==> config.mk <==
export PLATFORM = sky130hd
export DESIGN_NAME = array_deque_unit
export DESIGN_NICKNAME = d
export VERILOG_FILES = /design/src/rtl/adq_pkg.sv /design/src/rtl/array_deque_unit.sv /design/src/rtl/adq_cell.sv /design/src/rtl/adq_ctrl.sv
export VERILOG_INCLUDE_DIRS = /design/src /design/src/rtl
export SDC_FILE = /design/constraint.sdc
export NUM_CORES = 2
export LEC_CHECK = 0
export ABC_CLOCK_PERIOD_IN_PS = 7100
export BUFFER_PORTS_ARGS = -buffer_cell sky130_fd_sc_hd__buf_2
export CORE_ASPECT_RATIO = 2
export CORE_MARGIN = 1.5
export CORE_UTILIZATION = 34
export CTS_CLUSTER_DIAMETER = 120
export CTS_CLUSTER_SIZE = 14
export DETAILED_ROUTE_END_ITERATION = 7
export SKIP_LAST_GASP = 1
export SLEW_MARGIN = 10
export SYNTH_ARGS = -nofsm -noshare
export SYNTH_HDL_FRONTEND = slang
export SYNTH_SLANG_ARGS = --single-unit
==> constraint.sdc <==
create_clock -name clk -period 7.1 [get_ports clk]
set_input_delay 0.71 -clock clk [delete_from_list [all_inputs] [get_ports clk]]
set_output_delay 0.71 -clock clk [all_outputs]
set_load 0.005 [all_outputs]
==> src/rtl/array_deque_unit_defines.svh <==
// ----------------------------------------------------------------------------
// Array deque assertion macros
// Concurrent assertion wrappers, compiled out for synthesis.
// ----------------------------------------------------------------------------
`ifndef ARRAY_DEQUE_UNIT_DEFINES_SVH
`define ARRAY_DEQUE_UNIT_DEFINES_SVH

`ifndef SYNTHESIS
// property must hold at every clock edge outside reset
`define ADQ_ASSERT(lbl, clk, rst_n, prop, msg) \
	lbl: assert property (@(posedge clk) disable iff (!rst_n) prop) else $error(msg);
// condition must never be true outside reset
`define ADQ_NEVER(lbl, clk, rst_n, cond, msg) \
	lbl: assert property (@(posedge clk) disable iff (!rst_n) !(cond)) else $error(msg);
`else
`define ADQ_ASSERT(lbl, clk, rst_n, prop, msg)
`define ADQ_NEVER(lbl, clk, rst_n, cond, msg)
`endif

`endif

==> src/rtl/adq_pkg.sv <==
// ----------------------------------------------------------------------------
// Array deque package
// Operation and status codes, per-cell lane commands.
// ----------------------------------------------------------------------------
`default_nettype none

package adq_pkg;

	localparam int WORD_W = 32;

	typedef enum logic [1:0] {
		OP_INS_L = 2'd0,
		OP_INS_R = 2'd1,
		OP_DEL_L = 2'd2,
		OP_DEL_R = 2'd3
	} op_t;

	typedef enum logic [1:0] {
		ST_DONE  = 2'd0,
		ST_FULL  = 2'd1,
		ST_EMPTY = 2'd2
	} status_t;

	// one lane of the cell chain
	typedef struct packed {
		logic shr;   // take the left neighbor (cell 0 takes the new word)
		logic shl;   // take the right neighbor
		logic wr;    // write the new word where the write index matches
	} lane_cmd_t;

	// fr lane: front element in cell 0; rr lane: rear element in cell 0
	typedef struct packed {
		lane_cmd_t fr;
		lane_cmd_t rr;
	} cell_cmd_t;

endpackage

`default_nettype wire

==> src/rtl/array_deque_unit.sv <==
// ----------------------------------------------------------------------------
// Array deque unit
// Double-ended queue of signed 32-bit words in DEPTH slots.
// ----------------------------------------------------------------------------
// One operation is taken per clock: busy never rises, so start may be held
// high every cycle. Each operation gives one result on removed_word, status,
// is_empty and is_full, marked by done in the cycle after start; the receiver
// cannot stall, so it must take the result in that cycle. The words live in a
// chain of DEPTH cells with two lanes, one ordered from the front element and
// one from the rear element, so both ends are read from cell 0 and every
// shift of the chain is done at once. The deque reports full, and
// rejects inserts, whenever the rear index sits at the last slot.
// ----------------------------------------------------------------------------
`default_nettype none

module array_deque_unit
	import adq_pkg::*;
#(
	parameter int DEPTH = 16
) (
	input  wire logic                     clk,
	input  wire logic                     arst_n,
	input  wire logic                     start,
	output logic                          busy,
	input  wire logic [1:0]               op,
	input  wire logic signed [WORD_W-1:0] value,
	output logic                          done,
	output logic signed [WORD_W-1:0]      removed_word,
	output logic [1:0]                    status,
	output logic                          is_empty,
	output logic                          is_full
);

	localparam int IDXW = $clog2(DEPTH);

	cell_cmd_t                cmd;
	logic [IDXW-1:0]          wr_idx;
	logic signed [WORD_W-1:0] fr_w [DEPTH];
	logic signed [WORD_W-1:0] rr_w [DEPTH];

	assign busy = 1'b0;

	adq_ctrl #(
		.DEPTH (DEPTH),
		.IDXW  (IDXW)
	) u_ctrl (
		.clk          (clk),
		.arst_n       (arst_n),
		.start        (start),
		.op           (op),
		.fr0          (fr_w[0]),
		.rr0          (rr_w[0]),
		.cmd          (cmd),
		.wr_idx       (wr_idx),
		.done         (done),
		.removed_word (removed_word),
		.status       (status),
		.is_empty     (is_empty),
		.is_full      (is_full)
	);

	for (genvar i = 0; i < DEPTH; i++) begin : g_cell
		logic signed [WORD_W-1:0] l_fr, l_rr, r_fr, r_rr;

		if (i == 0) begin : g_head
			assign l_fr = value;
			assign l_rr = value;
		end else begin : g_mid
			assign l_fr = fr_w[i-1];
			assign l_rr = rr_w[i-1];
		end

		if (i == DEPTH - 1) begin : g_tail
			assign r_fr = fr_w[i];
			assign r_rr = rr_w[i];
		end else begin : g_body
			assign r_fr = fr_w[i+1];
			assign r_rr = rr_w[i+1];
		end

		adq_cell #(
			.IDXW  (IDXW),
			.INDEX (i)
		) u_cell (
			.clk      (clk),
			.cmd      (cmd),
			.wr_idx   (wr_idx),
			.value    (value),
			.left_fr  (l_fr),
			.left_rr  (l_rr),
			.right_fr (r_fr),
			.right_rr (r_rr),
			.fr       (fr_w[i]),
			.rr       (rr_w[i])
		);
	end

endmodule

`default_nettype wire

==> src/rtl/adq_cell.sv <==
// ----------------------------------------------------------------------------
// Array deque cell
// Holds one slot of the front-ordered lane and one of the rear-ordered lane.
// ----------------------------------------------------------------------------
`default_nettype none

module adq_cell
	import adq_pkg::*;
#(
	parameter int IDXW  = 4,
	parameter int INDEX = 0
) (
	input  wire logic                     clk,
	input  wire cell_cmd_t                cmd,
	input  wire logic [IDXW-1:0]          wr_idx,
	input  wire logic signed [WORD_W-1:0] value,
	input  wire logic signed [WORD_W-1:0] left_fr,
	input  wire logic signed [WORD_W-1:0] left_rr,
	input  wire logic signed [WORD_W-1:0] right_fr,
	input  wire logic signed [WORD_W-1:0] right_rr,
	output logic signed [WORD_W-1:0]      fr,
	output logic signed [WORD_W-1:0]      rr
);

	logic signed [WORD_W-1:0] fr_q;
	logic signed [WORD_W-1:0] rr_q;
	logic                     hit;

	assign hit = (wr_idx == IDXW'(INDEX));

	always_ff @(posedge clk) begin
		if (cmd.fr.shr) begin
			fr_q <= left_fr;
		end else if (cmd.fr.shl) begin
			fr_q <= right_fr;
		end else if (cmd.fr.wr && hit) begin
			fr_q <= value;
		end
	end

	always_ff @(posedge clk) begin
		if (cmd.rr.shr) begin
			rr_q <= left_rr;
		end else if (cmd.rr.shl) begin
			rr_q <= right_rr;
		end else if (cmd.rr.wr && hit) begin
			rr_q <= value;
		end
	end

	assign fr = fr_q;
	assign rr = rr_q;

endmodule

`default_nettype wire

==> src/rtl/adq_ctrl.sv <==
// ----------------------------------------------------------------------------
// Array deque control
// Front/rear indices, empty flag, cell commands and the result register.
// ----------------------------------------------------------------------------
`default_nettype none

`include "array_deque_unit_defines.svh"

module adq_ctrl
	import adq_pkg::*;
#(
	parameter int DEPTH = 16,
	parameter int IDXW  = 4
) (
	input  wire logic                     clk,
	input  wire logic                     arst_n,
	input  wire logic                     start,
	input  wire logic [1:0]               op,
	input  wire logic signed [WORD_W-1:0] fr0,
	input  wire logic signed [WORD_W-1:0] rr0,
	output cell_cmd_t                     cmd,
	output logic [IDXW-1:0]               wr_idx,
	output logic                          done,
	output logic signed [WORD_W-1:0]      removed_word,
	output logic [1:0]                    status,
	output logic                          is_empty,
	output logic                          is_full
);

	localparam int CW = IDXW + 1;

	op_t                      opc;
	logic [IDXW-1:0]          front_q, rear_q, front_n, rear_n;
	logic                     empty_q, empty_n;
	logic                     full;
	logic [CW-1:0]            cnt;
	status_t                  st;
	logic signed [WORD_W-1:0] rem;

	logic                     done_q;
	logic signed [WORD_W-1:0] rem_q;
	status_t                  st_q;
	logic                     empty_res_q, full_res_q;

	assign opc  = op_t'(op);
	assign full = !empty_q && (rear_q == IDXW'(DEPTH - 1));
	assign cnt  = empty_q ? '0 : (CW'(rear_q) - CW'(front_q) + CW'(1));
	// cnt stays below DEPTH whenever an insert is taken
	assign wr_idx = cnt[IDXW-1:0];

	always_ff @(posedge clk or negedge arst_n) begin
		if (!arst_n) begin
			front_q <= '0;
			rear_q  <= '0;
			empty_q <= 1'b1;
		end else begin
			front_q <= front_n;
			rear_q  <= rear_n;
			empty_q <= empty_n;
		end
	end

	always_comb begin
		front_n = front_q;
		rear_n  = rear_q;
		empty_n = empty_q;
		cmd     = '0;
		st      = ST_DONE;
		rem     = '0;
		if (start) begin
			unique case (opc) inside
				OP_INS_L, OP_INS_R: begin
					if (full) begin
						st = ST_FULL;
					end else if (empty_q) begin
						cmd.fr.wr = 1'b1;
						cmd.rr.wr = 1'b1;
						empty_n   = 1'b0;
					end else if (opc == OP_INS_R) begin
						cmd.rr.shr = 1'b1;
						cmd.fr.wr  = 1'b1;
						rear_n     = rear_q + IDXW'(1);
					end else begin
						cmd.fr.shr = 1'b1;
						cmd.rr.wr  = 1'b1;
						// at slot 0 the array shifts right and rear grows
						if (front_q == '0) begin
							rear_n = rear_q + IDXW'(1);
						end else begin
							front_n = front_q - IDXW'(1);
						end
					end
				end
				OP_DEL_L, OP_DEL_R: begin
					if (empty_q) begin
						st = ST_EMPTY;
					end else begin
						if (opc == OP_DEL_L) begin
							rem        = fr0;
							cmd.fr.shl = 1'b1;
						end else begin
							rem        = rr0;
							cmd.rr.shl = 1'b1;
						end
						if (front_q == rear_q) begin
							empty_n = 1'b1;
							front_n = '0;
							rear_n  = '0;
						end else if (opc == OP_DEL_L) begin
							front_n = front_q + IDXW'(1);
						end else begin
							rear_n = rear_q - IDXW'(1);
						end
					end
				end
				default: begin
				end
			endcase
		end
	end

	always_ff @(posedge clk or negedge arst_n) begin
		if (!arst_n) begin
			done_q <= 1'b0;
		end else begin
			done_q <= start;
		end
	end

	always_ff @(posedge clk) begin
		if (start) begin
			rem_q       <= rem;
			st_q        <= st;
			empty_res_q <= empty_n;
			full_res_q  <= !empty_n && (rear_n == IDXW'(DEPTH - 1));
		end
	end

	assign done         = done_q;
	assign removed_word = rem_q;
	assign status       = st_q;
	assign is_empty     = empty_res_q;
	assign is_full      = full_res_q;

	`ADQ_NEVER(a_empty_idx, clk, arst_n, empty_q && (front_q != '0 || rear_q != '0), "empty deque with nonzero index")
	`ADQ_NEVER(a_order, clk, arst_n, !empty_q && (front_q > rear_q), "front index past rear index")
	`ADQ_ASSERT(a_full_flag, clk, arst_n, done_q && (st_q == ST_FULL) |-> full_res_q && !empty_res_q, "full reject without full flag")
	`ADQ_ASSERT(a_reject_hold, clk, arst_n, start && full && (opc == OP_INS_L || opc == OP_INS_R) |=> $stable(front_q) && $stable(rear_q) && $stable(empty_q), "rejected insert moved indices")

endmodule

`default_nettype wire

# Word-level counts from Yosys, hierarchy flattened
# Cells that the tools add are included.
dict set report word_totals {
  regBits 1070
  in_bits 37
  out_inout_bits 38
  word_cells 296
}
dict set report classes {
  add_sub_neg 6
  n_eq_ne 29
  muxes 142
  bitwise_logic 1
  n_reduce_logical 78
}
# cell n
set ops {}
lappend ops {{32-bit two-way mux} 97}
lappend ops {{3-bit nonzero test} 30}
lappend ops {{4-bit two-way mux} 16}
lappend ops {{4-bit == test (second input constant)} 10}
lappend ops {{1-bit logical AND} 34}
lappend ops {{1-bit two-way mux} 20}
lappend ops {{4-bit by 3-bit == test with 1-bit output (second input constant)} 4}
lappend ops {{4-bit one-hot mux with 2 select lines} 2}
lappend ops {{4-bit by 1-bit adder with 4-bit output (second input constant)} 3}
lappend ops {{2-bit inequality test (second input constant)} 5}
lappend ops {{4-bit by 2-bit == test with 1-bit output (second input constant)} 2}
lappend ops {{4-bit zero test} 2}
lappend ops {{2-bit two-way mux} 4}
lappend ops {{8-bit AND reduction} 1}
lappend ops {{4-bit by 1-bit subtractor with 4-bit output (second input constant)} 2}
lappend ops {{6-bit two-way mux} 1}
lappend ops {{2-bit nonzero test} 3}
lappend ops {{2-bit OR reduction} 3}
lappend ops {{2-bit == test (second input constant)} 2}
lappend ops {{4-bit by 1-bit == test with 1-bit output (second input constant)} 1}
lappend ops {{4-bit == test} 1}
lappend ops {{2-bit by 1-bit inequality test with 1-bit output (second input constant)} 2}
lappend ops {{2-bit one-hot mux with 2 select lines} 1}
lappend ops {{2-bit AND reduction} 2}
lappend ops {{other kinds (7)} 8}

# Longest topological paths before layout
dict set report logic_depth {
  ltp_word 10
  depth_mapped 11
}

# Modules after synthesis
# A second synthesis with hierarchy kept.
dict set report hier_totals {
  hier_cells 4742
  area_unflattened_um2 56405.3
}
# mod n_inst cells_each area_each_um2 seq_area_each_um2
set by_module_without_submodules {}
lappend by_module_without_submodules {{adq_cell at g_cell[10].u_cell ...} 6 281 3363.2 1921.8}
lappend by_module_without_submodules {{adq_cell at g_cell[15].u_cell ...} 5 281 3359.5 1921.8}
lappend by_module_without_submodules {{adq_cell at g_cell[11].u_cell ...} 4 281 3360.7 1921.8}
lappend by_module_without_submodules {{adq_cell at g_cell[0].u_cell} 1 281 3357.0 1921.8}
lappend by_module_without_submodules {adq_ctrl 1 244 2617.5 1332.5}
lappend by_module_without_submodules {array_deque_unit 1 2 11.3 0.0}

# Least setup slack after synthesis
# No wires, ideal clock.
dict set report synth_timing {
  path_kind {flip-flop to flip-flop}
  startpoint {register u_ctrl.rear_q[1]}
  endpoint {register g_cell[11].u_cell.rr_q[0] (enable)}
  setup_time_ps 466
  arrival_time_ps 4350
  slack_ps 2284
  stages_incl_launch_ff 11
  n_path_buf 0
  synth_period_minus_slack_ps 4816
  cell_sequence {dfrtp_1 > inv_1 > ha_1 > inv_1 > ha_1 > inv_1 > fa_1 > xor2_1 > xnor2_1 > nand3b_1 > o21ai_0}
}
dict set report synth_via {
  elab_chain_cells 7
  elab_cells_between_ends 13
  classes_between {add/sub: 2; eq/ne: 2; mux: 6; reduce/logical: 3}
}
# element line
set synth_lines {}
lappend synth_lines {{start: declaration} adq_ctrl.sv:33} ;# logic [IDXW-1:0] front_q, rear_q, front_n, rear_n;
lappend synth_lines {{start signal: assignment} adq_ctrl.sv:58} ;# rear_q <= rear_n;
lappend synth_lines {{parallel branches: the longest is 6 deep, another holds 4-bit subtractor} -}
lappend synth_lines {{3-bit nonzero test (no source line) (*)} -}
lappend synth_lines {{end signal: assignment} adq_cell.sv:43} ;# rr_q <= left_rr;
lappend synth_lines {{end signal: assignment} adq_cell.sv:45} ;# rr_q <= right_rr;
lappend synth_lines {{end signal: assignment} adq_cell.sv:47} ;# rr_q <= value;
lappend synth_lines {{end: declaration} adq_cell.sv:26} ;# logic signed [WORD_W-1:0] rr_q;
# Every way passes the cells marked *.
# A chain may end at the register's enable or synchronous reset.

# Final worst setup path
dict set report layout_timing {
  startpoint {register u_ctrl.rear_q[1]}
  endpoint {register g_cell[8].u_cell.rr_q[15] (enable)}
}
dict set report layout_via {
  elab_chain_cells 7
  elab_cells_between_ends 13
  classes_between {add/sub: 2; eq/ne: 2; mux: 6; reduce/logical: 3}
}
# element line
set layout_lines {}
lappend layout_lines {{parallel branches: the longest is 6 deep, another holds 4-bit subtractor} -}
lappend layout_lines {{3-bit nonzero test (no source line) (*)} -}
lappend layout_lines {{end signal: assignment} adq_cell.sv:43}
lappend layout_lines {{end signal: assignment} adq_cell.sv:45}
lappend layout_lines {{end signal: assignment} adq_cell.sv:47}
lappend layout_lines {{end: declaration} adq_cell.sv:26}
# Marked as above.

==> run metrics <==
CP cell instances=inv_1 > ha_1 > inv_1 > ha_1 > inv_1 > fa_1 > xor2_1 > xnor2_1 > nand3b_1 > o21ai_4 > buf_4; DRC Markers=0; Layout Nets=between 2000 and 3000; Max Cap Viol=0; Hold Violations, Final=0; CTS root buf=clkbuf_16; kind of critical path=flip-flop to flip-flop; Starting Density=0.3425; Detailed Routing Iterations Pass 1=6; ys async rst share=0.009346; combinational group share of total power=0.210; hold crit path type=input pin to flip-flop; RR Startpoint=u_ctrl.rear_q[1]$_DFF_PN0_; Synth Area in Simple Gates=0.05008; chip width=262.7 um; Ys Warns=0; P&R area growth vs syn=9.094%; initial antenna violation count=2; CP Buf/Inv Count=4; number of H-tree levels=3; Setup violations, final=0; register area share after synthesis=0.6998; Clock Sinks=1070; Top delay family on crit path=adder cells; Slew HR=0.05775; vias=28260; CP most frequent cell=inv_1; Die H=around 520 um; Initial DRC Count=~3400; crit-path max cell delay=0.81 ns; Routed WL=115.6 mm; Startpoint Class=flip-flop; Final Max Tran Viols=0; RSZ-0062 raised after global routing=false; critical path endpoint category=flip-flop; P_sw=5.471 mW; Seq pwr share=0.533; Switching Share=0.3129; Hold Startpoint=start; Post-DRT Antenna Nets=0; Final Cycle Share=0.5775; DPL Wire Length=between 60 and 70 mm; Power Total=17.48 mW; multi-input logic area=12550 um^2; Ports=75; leak pwr=16.74 nW; critical path launch point=u_ctrl.rear_q[1]$_DFF_PN0_; Tmin final=approximately 4.1 ns; Post-Synth XOR/XNOR Area=0.0005731; Synth Cell Area=45840 um^2; largest net degree at the start of global routing=256; max frequency=243.9 MHz; Synth top cells by count=edfxtp_1 (1060), a221o_1 (882), nand2_1 (409), clkbuf_1 (280), buf_2 (86); core region area=about 130000 um^2; EDFF count, synth=1060; top cell type's share of synthesized area=0.6943; post-synthesis cell type count=between 50 and 60; Min Hold Slack=0.3634 ns; most frequent cell after synthesis=edfxtp_1; Tightest Pin Transition=about 1.4 ns; clk_skew=0.02072 ns; Critical-path top delay cell=nand3b_1; Syn Inst Count=3028; GRT Total Usage=0.1631; number of port buffers=73; Post-CTS Repair Setup Buffers=0; crit-path max FO=32; # fillers=12410; layout cells sized above 1=0.09552; post-route setup TNS=0 ns; Synth Flop Type=edfxtp_1; register area=between 30000 and 40000 um^2; Clock Latency Late Sink=0.67 ns; compound-gate portion of the synthesized area=0.2111; DIE AREA=137200 um^2; total grt overflow=0; CTS tree=done; drt wl/cell=25.08 um; clock slew seen by the registers of the worst setup and hold paths=0.07 ns; data arrival time of the worst path=roughly 4.4 ns; pwr dens=349.6 nW/um^2; Critical Path RT=7.39 ns; drt via density=6.133; post-synthesis mux area share=0.0004367; largest family of logic cells by synthesized area=compound AO/OA/AOI/OAI gates; synth top area cells=edfxtp_1 (69%), a221o_1 (19%), nand2_1 (3.3%); num rows=190; post-synthesis register bit count=1070; Cell Int Power=around 12 mW; outcome=complete, no violations; Mapped Avg Cell Area=15.14 um^2; Synth Area in Adders=0.002620; syn nets=3074; first-pass GRT wire length=~180 mm; gpl congestion=0.7905; vias in the first global route=27450; TritonCTS Buffers=86; post-synth top area cell=edfxtp_1; Clock Power Share=0.257; worst vdd ir=0.2641 mV; CTS max path bufs=3
stage by stage:
stage	cell area (um^2)	utilization	std cells	setup slack, ns
CTS	50010	0.3737	4607	3.012
detailed placement	47690	0.3563	4497	2.954
global route	50010	0.3737	4608	2.827
floorplan	45840	-	3028	2.284
global placement	47690	0.3563	4497	3.057
finish	50010	0.3737	4608	3.000
power groups by stage:
stage | Clock [mW] | Sequential (mW) | Combinational [mW]
6_report | 4.49 | 9.32 | 3.67
3_3_place_gp | 0 | 9.43 | 3.59
3_5_place_dp | 0 | 9.43 | 3.69
4_1_cts | 4.58 | 9.31 | 3.71
5_1_grt | 4.77 | 9.43 | 3.96
2_1_floorplan | 0 | 9.22 | 2.31
cell usage in the layout (no fill, tap or decap), types with 3 or more instances in the layout:
master and count:
nor2b_1 6, a21oi_1 20, buf_4 48, o21ai_0 9
dfrtp_1 9, o21ai_1 17, buf_2 73, ha_1 8
nand3_2 3, o211ai_1 5, a22o_1 32, edfxtp_1 1060
nand2b_1 3, o21ai_4 31, inv_6 4, buf_12 6
a221o_1 882, nor2_1 9, clkbuf_1 16, clkbuf_16 88
nand3_1 5, and3_1 63, a31oi_1 4, inv_1 11
nand2_1 408
registers in the layout (all words and copies together) (netlist names):
name                 count
u_ctrl.is_full           1
g_cell.u_cell.fr       512
u_ctrl.status            2
u_ctrl.removed_word     32
u_ctrl.is_empty          1
u_ctrl.empty_q           1
u_ctrl.rear_q            4
u_ctrl.done              1
g_cell.u_cell.rr       512
u_ctrl.front_q           4
path summary, 6_finish.rpt:
| path | end | slack, ns | cells after the start |
|---|---|---|---|
| worst min register to register | g_cell[15].u_cell.fr[0]$_DFFE_PP_ | 0.53 | 2 |
| max in group asynchronous | u_ctrl.empty_q$_DFF_PN1_ | 6.40 | 2 |
| worst min-delay path | u_ctrl.done$_DFF_PN0_ | 0.36 | 1 |
| worst max-delay path | g_cell[8].u_cell.rr[15]$_DFFE_PP_ | 3.00 | 11 |
| worst max register to register | g_cell[8].u_cell.rr[15]$_DFFE_PP_ | 3.00 | 11 |
| min in group asynchronous | u_ctrl.rear_q[3]$_DFF_PN0_ | 0.44 | 2 |
layer usage:
layer	global-route usage	vias up	wire length, um
li1	-	12410	-
met1	0.2173	14460	47750
met2	0.2798	1232	58020
met3	0.01799	170	6902
met4	0.04871	0	2904
met5	0	-	0
cell type report:
cell class,instances,share of cell area
Sequential cell,1070,0.6415
Multi-Input combinational cell,1559,0.2509
Clock buffer,104,0.04523
Tap cell,1728,0.04323
Timing Repair Buffer,128,0.01711
Clock inverter,5,0.001026
Inverter,13,0.0009757
Antenna cell,1,0.00005003
kinds of logic (layout without fill, tap and decap cells):
kind of cell	count (synthesis)	in the layout
simple gates	529	529
fa+ha+maj	9	9
mux	2	2
compound gates	1015	1015
buf+inv	399	250
other cells	1	2
flops	1070	1070
xor+xnor	3	3
repair_timing:
item | 4_1_cts | 5_1_grt
gates resized for setup | 0 | 0
hold endpoints to repair | 9 | 0
hold buffers | 1 | 0
No activity file was read; power rests on OpenSTA's default activity.
